===== src/rtl/aesgcm_pkg.sv =====
// ---------------------------------------------------------------------------
// aesgcm_pkg
// Shared types, codes and AES helper functions for the AES-128 GCM core.
// ---------------------------------------------------------------------------
`timescale 1ns / 1ps
`default_nettype none
package aesgcm_pkg;

   localparam int NUM_ROUNDS = 10;
   localparam int RND_W = $clog2(NUM_ROUNDS + 1);
   localparam int GH_BITS = 4;                       // GHASH bits per cycle
   localparam int GH_STEPS = 128 / GH_BITS;
   localparam int GH_CNT_W = $clog2(GH_STEPS);

   typedef enum logic [1:0] {
      REQ_AAD    = 2'd0,
      REQ_TEXT   = 2'd1,
      REQ_FINISH = 2'd2,
      REQ_BAD    = 2'd3
   } req_kind_type;

   typedef enum logic [1:0] {
      RSP_CIPHER = 2'd0,
      RSP_TAG    = 2'd1,
      RSP_ERROR  = 2'd2,
      RSP_NONE   = 2'd3
   } rsp_kind_type;

   typedef enum logic [1:0] {
      AES_SRC_ZERO = 2'd0,
      AES_SRC_J0   = 2'd1,
      AES_SRC_CTR  = 2'd2,
      AES_SRC_NONE = 2'd3
   } aes_src_type;

   typedef enum logic [1:0] {
      GH_SRC_BLOCK = 2'd0,
      GH_SRC_CT    = 2'd1,
      GH_SRC_LEN   = 2'd2,
      GH_SRC_NONE  = 2'd3
   } gh_src_type;

   typedef enum logic [2:0] {
      CSR_KEY_HIGH = 3'd0,
      CSR_KEY_LOW  = 3'd1,
      CSR_IV_HIGH  = 3'd2,
      CSR_IV_LOW   = 3'd3
   } csr_index_type;

   typedef struct packed {
      logic         latch_item;
      logic         msg_init;
      logic         aes_go;
      aes_src_type  aes_sel;
      logic         save_h;
      logic         save_mask;
      logic         ctr_inc;
      logic         aad_add;
      logic         text_add;
      logic         ct_save;
      logic         gh_go;
      gh_src_type   gh_sel;
      logic         out_load;
      rsp_kind_type out_kind;
   } cmd_type;

   typedef struct packed {
      req_kind_type kind;
      logic [4:0]   n;
      logic         short_blk;
      logic         ctr_max;
      logic         aad_ovf;
      logic         aes_busy;
      logic         gh_busy;
      logic         out_free;
   } status_type;

   localparam logic [7:0] SBOX [0:255] = '{
      8'h63,8'h7c,8'h77,8'h7b,8'hf2,8'h6b,8'h6f,8'hc5,8'h30,8'h01,8'h67,8'h2b,8'hfe,8'hd7,8'hab,8'h76,
      8'hca,8'h82,8'hc9,8'h7d,8'hfa,8'h59,8'h47,8'hf0,8'had,8'hd4,8'ha2,8'haf,8'h9c,8'ha4,8'h72,8'hc0,
      8'hb7,8'hfd,8'h93,8'h26,8'h36,8'h3f,8'hf7,8'hcc,8'h34,8'ha5,8'he5,8'hf1,8'h71,8'hd8,8'h31,8'h15,
      8'h04,8'hc7,8'h23,8'hc3,8'h18,8'h96,8'h05,8'h9a,8'h07,8'h12,8'h80,8'he2,8'heb,8'h27,8'hb2,8'h75,
      8'h09,8'h83,8'h2c,8'h1a,8'h1b,8'h6e,8'h5a,8'ha0,8'h52,8'h3b,8'hd6,8'hb3,8'h29,8'he3,8'h2f,8'h84,
      8'h53,8'hd1,8'h00,8'hed,8'h20,8'hfc,8'hb1,8'h5b,8'h6a,8'hcb,8'hbe,8'h39,8'h4a,8'h4c,8'h58,8'hcf,
      8'hd0,8'hef,8'haa,8'hfb,8'h43,8'h4d,8'h33,8'h85,8'h45,8'hf9,8'h02,8'h7f,8'h50,8'h3c,8'h9f,8'ha8,
      8'h51,8'ha3,8'h40,8'h8f,8'h92,8'h9d,8'h38,8'hf5,8'hbc,8'hb6,8'hda,8'h21,8'h10,8'hff,8'hf3,8'hd2,
      8'hcd,8'h0c,8'h13,8'hec,8'h5f,8'h97,8'h44,8'h17,8'hc4,8'ha7,8'h7e,8'h3d,8'h64,8'h5d,8'h19,8'h73,
      8'h60,8'h81,8'h4f,8'hdc,8'h22,8'h2a,8'h90,8'h88,8'h46,8'hee,8'hb8,8'h14,8'hde,8'h5e,8'h0b,8'hdb,
      8'he0,8'h32,8'h3a,8'h0a,8'h49,8'h06,8'h24,8'h5c,8'hc2,8'hd3,8'hac,8'h62,8'h91,8'h95,8'he4,8'h79,
      8'he7,8'hc8,8'h37,8'h6d,8'h8d,8'hd5,8'h4e,8'ha9,8'h6c,8'h56,8'hf4,8'hea,8'h65,8'h7a,8'hae,8'h08,
      8'hba,8'h78,8'h25,8'h2e,8'h1c,8'ha6,8'hb4,8'hc6,8'he8,8'hdd,8'h74,8'h1f,8'h4b,8'hbd,8'h8b,8'h8a,
      8'h70,8'h3e,8'hb5,8'h66,8'h48,8'h03,8'hf6,8'h0e,8'h61,8'h35,8'h57,8'hb9,8'h86,8'hc1,8'h1d,8'h9e,
      8'he1,8'hf8,8'h98,8'h11,8'h69,8'hd9,8'h8e,8'h94,8'h9b,8'h1e,8'h87,8'he9,8'hce,8'h55,8'h28,8'hdf,
      8'h8c,8'ha1,8'h89,8'h0d,8'hbf,8'he6,8'h42,8'h68,8'h41,8'h99,8'h2d,8'h0f,8'hb0,8'h54,8'hbb,8'h16
   };

   function automatic logic [7:0] xtime(input logic [7:0] a);
      xtime = {a[6:0], 1'b0} ^ (a[7] ? 8'h1b : 8'h00);
   endfunction

   // next round key from the current one
   function automatic logic [127:0] key_next(input logic [127:0] rk, input logic [7:0] rcon);
      logic [31:0] t;
      logic [31:0] w0;
      logic [31:0] w1;
      logic [31:0] w2;
      logic [31:0] w3;
      t = {rk[23:0], rk[31:24]};
      t = {SBOX[t[31:24]], SBOX[t[23:16]], SBOX[t[15:8]], SBOX[t[7:0]]};
      t = t ^ {rcon, 24'd0};
      w0 = rk[127:96] ^ t;
      w1 = rk[95:64] ^ w0;
      w2 = rk[63:32] ^ w1;
      w3 = rk[31:0] ^ w2;
      key_next = {w0, w1, w2, w3};
   endfunction

   // SubBytes, ShiftRows and (unless last) MixColumns; byte 0 in the top bits
   function automatic logic [127:0] aes_round(input logic [127:0] s, input logic last);
      logic [7:0] b [16];
      logic [7:0] t [16];
      logic [7:0] all;
      logic [127:0] r;
      for (int i = 0; i < 16; i++) begin
         b[i] = SBOX[s[127 - 8 * i -: 8]];
      end
      for (int c = 0; c < 4; c++) begin
         for (int i = 0; i < 4; i++) begin
            t[4 * c + i] = b[4 * ((c + i) % 4) + i];
         end
      end
      for (int c = 0; c < 4; c++) begin
         all = t[4 * c] ^ t[4 * c + 1] ^ t[4 * c + 2] ^ t[4 * c + 3];
         if (last) begin
            for (int i = 0; i < 4; i++) begin
               r[127 - 8 * (4 * c + i) -: 8] = t[4 * c + i];
            end
         end else begin
            for (int i = 0; i < 4; i++) begin
               r[127 - 8 * (4 * c + i) -: 8] = t[4 * c + i] ^ all
                  ^ xtime(t[4 * c + i] ^ t[4 * c + ((i + 1) % 4)]);
            end
         end
      end
      aes_round = r;
   endfunction

endpackage
`default_nettype wire


===== src/rtl/aesgcm_ctrl.sv =====
// ---------------------------------------------------------------------------
// aesgcm_ctrl
// Sequencer: checks each item, runs message start, AES and GHASH passes.
// ---------------------------------------------------------------------------
`timescale 1ns / 1ps
`default_nettype none
module aesgcm_ctrl (
   input  wire                         clock,
   input  wire                         reset,
   input  wire                         req_tvalid,
   output logic                        req_tready,
   input  wire aesgcm_pkg::status_type stat,
   output aesgcm_pkg::cmd_type         cmd
);

   typedef enum logic [3:0] {
      S_IDLE, S_CHECK, S_START, S_AES_H, S_WAIT_H, S_AES_J0, S_WAIT_J0,
      S_DISPATCH, S_AES_CTR, S_WAIT_CTR, S_GHASH, S_WAIT_GH, S_EMIT
   } state_type;

   typedef enum logic [2:0] {
      PH_IDLE     = 3'd0,
      PH_AAD      = 3'd1,
      PH_AAD_END  = 3'd2,
      PH_TEXT     = 3'd3,
      PH_TEXT_END = 3'd4
   } phase_type;

   state_type                 state_ff, state_in;
   phase_type                 phase_ff, phase_in;
   aesgcm_pkg::rsp_kind_type  kind_ff, kind_in;
   phase_type                 ph;
   logic                      err;

   assign req_tready = (state_ff == S_IDLE);
   assign ph = (phase_ff == PH_IDLE) ? PH_AAD : phase_ff;

   always_comb begin
      err = 1'b0;
      case (stat.kind)
         aesgcm_pkg::REQ_FINISH: err = 1'b0;
         aesgcm_pkg::REQ_AAD:
            err = (stat.n == 5'd0) || (stat.n > 5'd16) || (ph != PH_AAD)
               || ((phase_ff != PH_IDLE) && stat.aad_ovf);
         aesgcm_pkg::REQ_TEXT:
            err = (stat.n == 5'd0) || (stat.n > 5'd16) || (ph == PH_TEXT_END)
               || ((phase_ff != PH_IDLE) && stat.ctr_max);
         default: err = 1'b1;
      endcase
   end

   always_comb begin
      state_in = state_ff;
      phase_in = phase_ff;
      kind_in  = kind_ff;
      cmd      = '0;
      cmd.aes_sel  = aesgcm_pkg::AES_SRC_NONE;
      cmd.gh_sel   = aesgcm_pkg::GH_SRC_NONE;
      cmd.out_kind = kind_ff;
      case (state_ff)
         S_IDLE: begin
            if (req_tvalid) begin
               cmd.latch_item = 1'b1;
               state_in = S_CHECK;
            end
         end
         S_CHECK: begin
            if (err) begin
               kind_in  = aesgcm_pkg::RSP_ERROR;
               state_in = S_EMIT;
            end else if (phase_ff == PH_IDLE) begin
               state_in = S_START;
            end else begin
               state_in = S_DISPATCH;
            end
         end
         S_START: begin
            cmd.msg_init = 1'b1;
            phase_in = PH_AAD;
            state_in = S_AES_H;
         end
         S_AES_H: begin
            cmd.aes_go  = 1'b1;
            cmd.aes_sel = aesgcm_pkg::AES_SRC_ZERO;
            state_in = S_WAIT_H;
         end
         S_WAIT_H: begin
            if (!stat.aes_busy) begin
               cmd.save_h = 1'b1;
               state_in = S_AES_J0;
            end
         end
         S_AES_J0: begin
            cmd.aes_go  = 1'b1;
            cmd.aes_sel = aesgcm_pkg::AES_SRC_J0;
            state_in = S_WAIT_J0;
         end
         S_WAIT_J0: begin
            if (!stat.aes_busy) begin
               cmd.save_mask = 1'b1;
               state_in = S_DISPATCH;
            end
         end
         S_DISPATCH: begin
            case (stat.kind)
               aesgcm_pkg::REQ_AAD: begin
                  cmd.aad_add = 1'b1;
                  phase_in = stat.short_blk ? PH_AAD_END : PH_AAD;
                  state_in = S_GHASH;
               end
               aesgcm_pkg::REQ_TEXT: begin
                  cmd.ctr_inc  = 1'b1;
                  cmd.text_add = 1'b1;
                  phase_in = stat.short_blk ? PH_TEXT_END : PH_TEXT;
                  state_in = S_AES_CTR;
               end
               aesgcm_pkg::REQ_FINISH: begin
                  phase_in = PH_IDLE;
                  state_in = S_GHASH;
               end
               default: begin
                  kind_in  = aesgcm_pkg::RSP_ERROR;
                  state_in = S_EMIT;
               end
            endcase
         end
         S_AES_CTR: begin
            cmd.aes_go  = 1'b1;
            cmd.aes_sel = aesgcm_pkg::AES_SRC_CTR;
            state_in = S_WAIT_CTR;
         end
         S_WAIT_CTR: begin
            if (!stat.aes_busy) begin
               cmd.ct_save = 1'b1;
               state_in = S_GHASH;
            end
         end
         S_GHASH: begin
            cmd.gh_go = 1'b1;
            case (stat.kind)
               aesgcm_pkg::REQ_AAD:  cmd.gh_sel = aesgcm_pkg::GH_SRC_BLOCK;
               aesgcm_pkg::REQ_TEXT: cmd.gh_sel = aesgcm_pkg::GH_SRC_CT;
               default:              cmd.gh_sel = aesgcm_pkg::GH_SRC_LEN;
            endcase
            state_in = S_WAIT_GH;
         end
         S_WAIT_GH: begin
            if (!stat.gh_busy) begin
               case (stat.kind)
                  aesgcm_pkg::REQ_AAD: state_in = S_IDLE;
                  aesgcm_pkg::REQ_TEXT: begin
                     kind_in  = aesgcm_pkg::RSP_CIPHER;
                     state_in = S_EMIT;
                  end
                  default: begin
                     kind_in  = aesgcm_pkg::RSP_TAG;
                     state_in = S_EMIT;
                  end
               endcase
            end
         end
         S_EMIT: begin
            if (stat.out_free) begin
               cmd.out_load = 1'b1;
               state_in = S_IDLE;
            end
         end
         default: state_in = S_IDLE;
      endcase
   end

   always_ff @(posedge clock) begin
      if (reset) begin
         state_ff <= S_IDLE;
         phase_ff <= PH_IDLE;
         kind_ff  <= aesgcm_pkg::RSP_ERROR;
      end else begin
         state_ff <= state_in;
         phase_ff <= phase_in;
         kind_ff  <= kind_in;
      end
   end

endmodule
`default_nettype wire


===== config.mk =====
export PLATFORM = sky130hd
export DESIGN_NAME = aesgcm_ctrl
export DESIGN_NICKNAME = d
export VERILOG_FILES = /design/src/rtl/aesgcm_pkg.sv /design/src/rtl/aesgcm_ctrl.sv
export SDC_FILE = /design/constraint.sdc
export NUM_CORES = 1
export LEC_CHECK = 0
export ABC_AREA = 1
export BUFFER_PORTS_ARGS = -buffer_cell sky130_fd_sc_hd__buf_2
export CORE_ASPECT_RATIO = 1.5
export CORE_MARGIN = 2
export CORE_UTILIZATION = 40
export DETAILED_ROUTE_END_ITERATION = 7
export PLACE_DENSITY = 0.68
export RECOVER_POWER = 25
export SLEW_MARGIN = 10
export SYNTH_ARGS = -nofsm -noshare
export SYNTH_HDL_FRONTEND = slang
export SYNTH_SLANG_ARGS = --single-unit

===== constraint.sdc =====
create_clock -name clock -period 4.8 [get_ports clock]
set_clock_uncertainty 0.15 [all_clocks]
set_input_delay 1.44 -clock clock [delete_from_list [all_inputs] [get_ports clock]]
set_output_delay 1.44 -clock clock [all_outputs]
set_load 0.01 [all_outputs]

=== After elaboration in Yosys (flattened, before gate mapping) ===
Cells that the tools add are included.
Widths: inputs -> output; s select.

* Register bits: 9
* Input port bits: 16
* Output and inout bits: 18

* $lt $le $gt $ge: 1
* Equality and inequality tests: 26
* Muxes and demuxes: 37
* Reduce and logical (&&, ||, !) cells: 19

{| class="wikitable"
|+ Operators by type and width
! kind !! count
|-
| $pmux 4 s13 || 1
|-
| $mux 4 || 8
|-
| $eq 4x4->1 const B || 5
|-
| $ne 2x2->1 const B || 9
|-
| $pmux 3 s3 || 2
|-
| $eq 4x3->1 const B || 4
|-
| $mux 3 || 5
|-
| $pmux 3 s2 || 2
|-
| $mux 1 || 11
|-
| $eq 4x2->1 const B || 2
|-
| $mux 2 || 4
|-
| $pmux 2 s2 || 2
|-
| $pmux 2 s3 || 1
|-
| $reduce_and 6->1 || 1
|-
| $reduce_bool 3->1 || 2
|-
| $gt 5x5->1 const B || 1
|-
| $logic_not 5->1 || 1
|-
| $logic_or 1x1->1 || 5
|-
| $reduce_and 5->1 || 1
|-
| $eq 4x1->1 const B || 1
|-
| $logic_not 4->1 || 1
|-
| $ne 4x3->1 const B || 1
|-
| $eq 3x3->1 const B || 1
|-
| $logic_not 3->1 || 1
|-
| other kinds (10) || 11
|}

=== Longest topological paths before layout ===
Gate-level depths: netlist of run 1.

* Depth after elaboration: 8
* Gate-level depth with buffers: 11
* Gate-level depth less buffers: 11

=== Worst setup path before layout of run 1 ===
No wires, ideal clock.

* Path kind: input-to-output
* From: in stat[12] (netlist name)
* To: out cmd[9] (netlist name)
* Arrival: 2,153 ps
* Data required time: 3,210 ps
* Setup slack: 1,057 ps
* Cell stages on the path: 5
* Path buffers: 1
* Cell sequence: inv_1 -> ha_1 -> inv_1 -> nor2_1 -> buf_4

{| class="wikitable"
|+ RTL lines
! element !! RTL line !! text
|-
| from (decl) || aesgcm_ctrl.sv:12 || <nowiki>input wire aesgcm_pkg::status_type stat,</nowiki>
|-
| to (decl) || aesgcm_ctrl.sv:13 || <nowiki>output aesgcm_pkg::cmd_type cmd</nowiki>
|}

==> metrics, run 1 <==
Min-Delay Path Class=reg2reg; slowest cell on the critical path=ha_1; Clock Latency Late Sink=0.26 ns; most common cell after layout, fill and taps aside=nand2_1; Critical Path Sink Type=output pin; Synth Area in Adders=0.0727; RSZ-0062 raised after global routing=no; largest net degree at the start of global routing=10; CTS tree=yes; initial core utilization=0.425; Clk pin slew, worst setup/hold paths=0.06 ns; Synth Instances=147; Core ar.=2030 µm²; synth top area cells=dfxtp_1, nand2_1, nor2_1, inv_1, ha_1; Final ANT Viol Nets=0; ant diodes=0; # rows=20; PostCTS Resize Cnt=0; area grow syn2layout=23.3%; max incr delay on CP=0.26 ns; Residual DRC=0; top_reg_cell synth=dfxtp_1; post-synthesis sequential area ratio=0.209; Design Area, Final=1060 µm²; Pins Over Slew Limit=0; Pre-antenna DRT Iters=4; fraction of layout cells with a size suffix above 1=0.264; drt initial violations=26; PortBufs=33; Num CTS Buffers=3; status=finished, final reports clean; area leader, netlist=dfxtp_1; DIE AREA=2550 µm²; I/O Pins=34; Power Density=498 nW/µm²; Die Y=60.8 µm; final hold violations=0; number of global-route vias before repair=979; GRT Total Usage=0.192; mux cell area share after synthesis=0; nets=204; Max VDD drop=0.275 mV; Final Power=0.529 mW; Synth Register Bits=9; fmax=259 MHz; DR WL/cell=10.8 µm; Syn. warnings=0; synthesized cell area=861 µm²; Crit Path Max Fanout=6; Netlist cell types=26; crit start category=primary input; antenna violations before repair=0; Post-synth ARST share=0; WP data required=3.21 ns; Util after Layout=0.523; CP top delay family=buffers and inverters; GPL Wtd Cong=0.828; Compound-Gate Fraction of Synth Area=0.150; register area=180 µm²; grt ovf=0; Die X-Extent=41.9 µm; most frequent cells in the layout=nand2_1, buf_2, nor2_1; hold_buf cts=0; critical path class=in2out; root buffer cell=clkbuf_4; area share of the largest cell type after synthesis=0.209; Post-synth EDFFs=0; total vias in the final route=1,016; worst path cell trace=clkbuf_1 > inv_1 > ha_1 > nor2_1 > inv_1 > nand2_1 > buf_2; Worst-Margin Slew=0.415 ns; Relative slew margins=0.724; crit path DAT=2.26 ns; number of setup violations in the final report=0; Post-CTS Setup Bufs=0; Top cell by count, worst path=inv_1; largest family of logic cells by synthesized area=simple AND/OR/NAND/NOR gates; Pleak=0.602 nW; max_cap viols=0; CTS Sinks=9; Buf+Inv Stages, Crit Path=4; Sum Neg Setup Slack=0 ns; Post-Syn Area per Cell=5.86 µm²; Synth Area in XOR/XNOR=0; Fillers=219; simple-gate area share of the yosys netlist=0.446; clk buf depth=2; Tcrit/Tclk final=0.803; Synth Net Count=168; H-Tree Depth=1; Via density=4.98; first-pass GRT wire length=3760 µm; routed wire length=2190 µm; area of the multi-input gates=572 µm²; Area after DPL=1040 µm²; Tmin final=3.85 ns; dpl hpwl=1880 µm
-- worst register-to-register path: stages (launching register included) --
cell	delay, ns
dfxtp_1	0.44
nand2_1	0.17
nor2_1	0.29
inv_1	0.12
o211ai_2	0.18
nand3_1	0.16
a21oi_1	0.19
nor2_1	0.06
-- registers in the layout (all words and copies together) (netlist names) --
signal / flops
kind_ff: 2
state_ff: 4
phase_ff: 3
-- where the power goes --
part	leakage (nW)	total, mW	switching (mW)	internal (mW)
clock	0.0150	0.0579	0.0259	0.0320
sequential	0.0734	0.132	0.0293	0.103
combinational	0.513	0.339	0.219	0.120
total	0.602	0.529	0.274	0.255
-- path summary, 6_finish.rpt --
kind	startpoint	end	slack, ns	cells after the start
hold / removal	kind_ff[1]$_SDFFE_PP1P_	kind_ff[1]$_SDFFE_PP1P_	0.31	2
setup reg to reg	state_ff[0]$_SDFFE_PP0P_	kind_ff[0]$_SDFFE_PP0P_	2.93	7
hold reg to reg	kind_ff[1]$_SDFFE_PP1P_	kind_ff[1]$_SDFFE_PP1P_	0.31	2
setup / recovery	stat[12]	cmd[4]	0.95	7
-- synthesized netlist by cell type, types with 2 or more instances --
| cell | count |
|---|---|
| nand2_2 | 4 |
| nand2_1 | 39 |
| o21ai_0 | 4 |
| nand3_1 | 7 |
| nor2_1 | 22 |
| a21oi_2 | 2 |
| ha_1 | 5 |
| nor3_1 | 4 |
| inv_1 | 20 |
| dfxtp_1 | 9 |
| nand4_1 | 2 |
| nor4_1 | 4 |
| a21oi_1 | 8 |
| inv_2 | 5 |
-- layout make-up --
type | instances | area share
clock buffers | 4 | 0.0248
inverters | 25 | 0.0884
multi-input cells | 111 | 0.539
flip-flops and latches | 9 | 0.170
well taps | 22 | 0.0259
repair buffers | 33 | 0.152
-- cells by family (layout without fill, tap and decap cells) --
family	count (synthesis)	after routing
AO/OA/AOI/OAI	20	20
adder cells (fa/ha/maj)	5	5
AND/OR/NAND/NOR	86	86
flip-flops	9	9
buffers and inverters	27	62
-- stage by stage --
step	instances	hold WS, ns	worst slack (ns)
after floorplan	147	0.291	1.06
after global placement	200	0.290	0.974
after detailed placement	200	0.292	0.966
after CTS	204	0.307	0.959
after global routing	204	0.345	0.823
final	204	0.307	0.945
-- metal layers --
metal | share of wire | track usage | vias to the layer above
met3 | 0.057 | 0.0565 | 0
met2 | 0.56 | 0.402 | 31
met4 | 0 | 0.0415 | 0
li1 | - | - | 540
met1 | 0.38 | 0.182 | 445
met5 | 0 | 0 | -
Note: power is estimated with default switching activity, not from simulation.
==> inputs of run 2 (changes only) <==
--- a/config.mk
+++ b/config.mk
@@ -5,13 +5,13 @@
 export SDC_FILE = /design/constraint.sdc
 export NUM_CORES = 1
 export LEC_CHECK = 0
-export ABC_AREA = 1
+export ABC_AREA = 0
 export BUFFER_PORTS_ARGS = -buffer_cell sky130_fd_sc_hd__buf_2
 export CORE_ASPECT_RATIO = 1.5
 export CORE_MARGIN = 2
 export CORE_UTILIZATION = 40
 export DETAILED_ROUTE_END_ITERATION = 7
-export PLACE_DENSITY = 0.68
+export PLACE_DENSITY = 0.66
 export RECOVER_POWER = 25
 export SLEW_MARGIN = 10
 export SYNTH_ARGS = -nofsm -noshare
==> constraint.sdc (replaced) <==
create_clock -name clock -period 3.6 [get_ports clock]
set_clock_uncertainty 0.15 [all_clocks]
set_input_delay 1.08 -clock clock [delete_from_list [all_inputs] [get_ports clock]]
set_output_delay 1.08 -clock clock [all_outputs]
set_load 0.01 [all_outputs]
==> metrics, run 2 <==
DR WL/cell=13.5 µm; fin cells=186; Min-Delay Path Class=reg2reg; most common cell after layout, fill and taps aside=buf_2; hold_buf cts=0; Post-synth ARST share=0; nets=184; Die X-Extent=44.5 µm; PostCTS Resize Cnt=0; Worst-Margin Slew=0.730 ns; biggest regs=state_ff (4), phase_ff (3), kind_ff (2); DIE AREA=2880 µm²; max incr delay on CP=0.30 ns; total vias in the final route=1,083; area of the multi-input gates=708 µm²; Levels on crit path=6; root buffer cell=clkbuf_4; fraction of layout cells with a size suffix above 1=0.253; RR Startpoint=state_ff[2]$_SDFFE_PP0P_; ant diodes=0; number of setup violations in the final report=0; GRT Total Usage=0.183; final hold violations=0; Synth Register Bits=9; Pins Over Slew Limit=0; CP top delay family=buffers and inverters; largest reg by FF count=state_ff; slowest cell on the critical path=ha_1; Via density=5.82; fmax=307 MHz; initial core utilization=0.411; area grow syn2layout=15.9%; r2r setup slk=1.23 ns; drt initial violations=30; Fillers=248; PortBufs=33; antenna violations before repair=0; Relative slew margins=0.513; I/O Pins=34; Post-Syn Area per Cell=7.28 µm²; CTS Sinks=9; most instantiated cells after synthesis=nor2_1, nand2_1, dfxtp_1, a21oi_1; largest net degree at the start of global routing=23; register area=180 µm²; Residual DRC=0; Core ar.=2390 µm²; Syn. warnings=0; first-pass GRT wire length=4110 µm; Max VDD drop=0.270 mV; Critical Path Sink Type=output pin; count leader, synth=nor2_1; Pleak=0.478 nW; Die Y=64.7 µm; Synth Net Count=156; hold endpoint=kind_ff[1]$_SDFFE_PP1P_; area leader, netlist=dfxtp_1; most frequent cells in the layout=buf_2, nor2_1, nand2_1; min-delay src=kind_ff[1]$_SDFFE_PP1P_; Tmin final=3.26 ns; area share of the largest cell type after synthesis=0.183; Buf+Inv Stages, Crit Path=4; post-synthesis sequential area ratio=0.183; WP data required=2.37 ns; top_reg_cell synth=dfxtp_1; Sum Neg Setup Slack=0 ns; Final ANT Viol Nets=0; Crit Path Max Fanout=8; clk buf depth=2; routed wire length=2520 µm; Post-synth EDFFs=0; Tcrit/Tclk final=0.905; final worst setup slack=0.341 ns; max reg flops=4; crit start category=primary input; placed insts=182; R2R depth=5; worst path cell trace=buf_2 > inv_1 > ha_1 > inv_1 > nor2_1 > buf_2; pre-CTS WS=0.357 ns; R2R Path End=state_ff[3]$_SDFFE_PP0P_; Num CTS Buffers=3; Power Density=538 nW/µm²; Clock Latency Late Sink=0.26 ns; GPL Wtd Cong=0.849; Netlist cell types=50; status=finished, final reports clean; Pre-antenna DRT Iters=4; grt ovf=0; Util after Layout=0.476; dpl hpwl=1970 µm; Synth Instances=135; number of global-route vias before repair=967; critical path class=in2out; max_cap viols=0; crit path DAT=2.03 ns; hold path cells=2; synth top area cells=dfxtp_1, nor2_1, ha_1, nand2_1, a21oi_1; Crit. Startpoint=stat[12]; # rows=22; RSZ-0062 raised after global routing=no; Clk pin slew, worst setup/hold paths=0.06 ns; Post-CTS Setup Bufs=0; H-Tree Depth=1; synthesized cell area=983 µm²; Final Power=0.613 mW; CTS tree=yes
run 2: cell count changes in the layout (fill, tap and decap cells not counted), moves of 3 or more:
cell	delta
inv_1	-14
inv_2	-4
nor2_1	-3
nand2_1	-28
and2_1	+3
nand3_1	-5
nand2b_1	+3
a31oi_1	+3
nand2_2	-4
run 2: cell type report:
class                   count  area share
well taps                  24      0.0263
inverters                   7      0.0231
clock buffers               4      0.0231
multi-input cells         108       0.621
repair buffers             34       0.148
flip-flops and latches      9       0.158
run 2: worst max-delay path by stage:
stage	slack (ns)	endpoint
6_report	0.34	cmd[9]
5_1_grt	0.20	cmd[9]
4_1_cts	0.34	cmd[9]
3_5_place_dp	0.36	cmd[9]
3_3_place_gp	0.42	cmd[7]
2_1_floorplan	0.40	cmd[9]
run 2: metal layers:
| metal | share of wire | global-route usage | up-vias |
|---|---|---|---|
| met5 | 0 | 0 | - |
| met4 | 0.0048 | 0.0379 | 0 |
| met3 | 0.035 | 0.0251 | 2 |
| met2 | 0.54 | 0.333 | 25 |
| met1 | 0.42 | 0.217 | 511 |
| li1 | - | - | 545 |
run 2: cell families (layout without fill, tap and decap cells):
| family | count (synthesis) | count (layout) | share of synthesized area |
|---|---|---|---|
| buf+inv | 18 | 45 | 0.0916 |
| flops | 9 | 9 | 0.183 |
| simple gates | 64 | 64 | 0.349 |
| xor+xnor | 2 | 2 | 0.0178 |
| mux | 1 | 1 | 0.0102 |
| compound gates | 36 | 36 | 0.285 |
| fa+ha+maj | 5 | 5 | 0.0636 |
run 2: power by group:
| group | internal [mW] | switching [mW] | leakage (nW) |
|---|---|---|---|
| combinational | 0.149 | 0.187 | 0.390 |
| sequential | 0.120 | 0.0759 | 0.0734 |
| clock | 0.0427 | 0.0392 | 0.0150 |
run 2: worst min-delay path: stages, from the launching register on:
cell and delay [ns]:
dfxtp_1 0.33, a21oi_1 0.05, o21bai_1 0.11
run 2: metrics by stage:
step                      instance area, µm²  hold slack [ns]
after floorplan                          983            0.377
after global placement                  1120            0.329
after detailed placement                1120            0.352
after CTS                               1150            0.368
after global routing                    1140            0.442
final                                   1140            0.368
==> inputs of run 3 (changes only) <==
==> constraint.sdc (replaced) <==
create_clock -name clock -period 3.6 [get_ports clock]
set_clock_uncertainty 0.15 [all_clocks]
set_input_delay 0.36 -clock clock [delete_from_list [all_inputs] [get_ports clock]]
set_output_delay 0.36 -clock clock [all_outputs]
set_load 0.01 [all_outputs]
==> metrics, run 3 (synthesis gave the netlist of run 2 again) <==
PortBufs=33; Die X-Extent=44.5 µm; grt ovf=0; GPL Wtd Cong=0.815; routed wire length=2440 µm; Num CTS Buffers=3; Min-Delay Path Class=in2reg; Via density=6.01; most common cell after layout, fill and taps aside=buf_2; Relative slew margins=0.514; CTS Sinks=9; Clock Latency Late Sink=0.28 ns; fmax=422 MHz; Pre-antenna DRT Iters=4; highest routed layer=met4; Sum Neg Setup Slack=0 ns; final worst setup slack=1.23 ns; number of setup violations in the final report=0; fin cells=185; Power Density=537 nW/µm²; H-Tree Depth=1; initial core utilization=0.411; Core ar.=2390 µm²; max reg flops=4; PostCTS Resize Cnt=0; number of global-route vias before repair=943; Pleak=0.463 nW; WL met3=126 µm; Clk pin slew, worst setup/hold paths=0.07 ns; WL met2=1210 µm; pre-CTS WS=1.24 ns; # rows=22; r2r setup slk=1.23 ns; slowest cell on the critical path=dfxtp_1; Final ANT Viol Nets=0; drt initial violations=21; total vias in the final route=1,111; max_cap viols=0; DR WL/cell=13.2 µm; fraction of layout cells with a size suffix above 1=0.236; Critical Path Sink Type=register; RSZ-0062 raised after global routing=no; Die Y=64.7 µm; M1 WL=1020 µm; nets=183; most frequent cells in the layout=buf_2, nor2_1, nand2_1; ant diodes=0; I/O Pins=34; status=finished, final reports clean; first-pass GRT wire length=4150 µm; critical path class=reg2reg; crit path DAT=2.39 ns; largest net degree at the start of global routing=23; Tmin final=2.37 ns; DIE AREA=2880 µm²; Post-CTS Setup Bufs=0; hold_ws=0.244 ns; Max VDD drop=0.232 mV; dpl hpwl=1900 µm; Worst-Margin Slew=0.728 ns; Crit Path Max Fanout=22; Residual DRC=0; crit start category=register; Tcrit/Tclk final=0.658; WP data required=3.62 ns; antenna violations before repair=0; placed insts=181; final hold violations=0; clk buf depth=2; hold_buf cts=0; root buffer cell=clkbuf_4; Pins Over Slew Limit=0; worst path cell trace=nand2b_1 > or3_1 > a32oi_1 > a21oi_1 > a41o_1; biggest regs=state_ff (4), phase_ff (3), kind_ff (2); Fillers=250; max incr delay on CP=0.76 ns; area grow syn2layout=15.3%; CTS tree=yes; GRT Total Usage=0.189; Util after Layout=0.473; largest reg by FF count=state_ff
-- run 3: cell types whose count changed in the layout (fill, tap and decap cells not counted), sizes merged --
cell / change
clkbuf: +3
buf: -4
-- run 3: critical path, delay by kind of cell (launching register included) --
family	cells	cell delay, ns
flops	1	0.76
compound gates	3	0.69
simple gates	2	0.66
-- run 3: where the power goes --
part / internal, mW / total (mW) / switching, mW
combinational: 0.143 / 0.322 / 0.179
sequential: 0.120 / 0.200 / 0.0804
clock: 0.0431 / 0.0867 / 0.0436
total: 0.306 / 0.609 / 0.303
-- run 3: final timing paths --
| kind | startpoint | cells after the start | to |
|---|---|---|---|
| hold reg to reg | kind_ff[1]$_SDFFE_PP1P_ | 2 | kind_ff[1]$_SDFFE_PP1P_ |
| setup reg to reg | state_ff[1]$_SDFFE_PP0P_ | 5 | kind_ff[0]$_SDFFE_PP0P_ |
| hold / removal | reset | 2 | phase_ff[1]$_SDFFE_PP0P_ |
| setup / recovery | state_ff[1]$_SDFFE_PP0P_ | 5 | kind_ff[0]$_SDFFE_PP0P_ |
-- run 3: cell type report --
| class | count | area, µm² | share of cell area |
|---|---|---|---|
| clock buffers | 4 | 26.3 | 0.0232 |
| well taps | 24 | 30.0 | 0.0265 |
| inverters | 7 | 26.3 | 0.0232 |
| flip-flops and latches | 9 | 180 | 0.159 |
| multi-input cells | 108 | 713 | 0.629 |
| repair buffers | 33 | 158 | 0.139 |
-- run 3: through the flow --
step	power [mW]	area, µm²
floorplan	0.460	983
global route	0.666	1130
detailed placement	0.527	1110
global placement	0.524	1110
CTS	0.611	1140
finish	0.609	1130
-- run 3: per-layer routing --
layer / GRT usage / vias to the layer above
li1: - / 549
met1: 0.229 / 523
met2: 0.301 / 30
met3: 0.0418 / 9
met4: 0.0985 / 0
met5: 0 / -
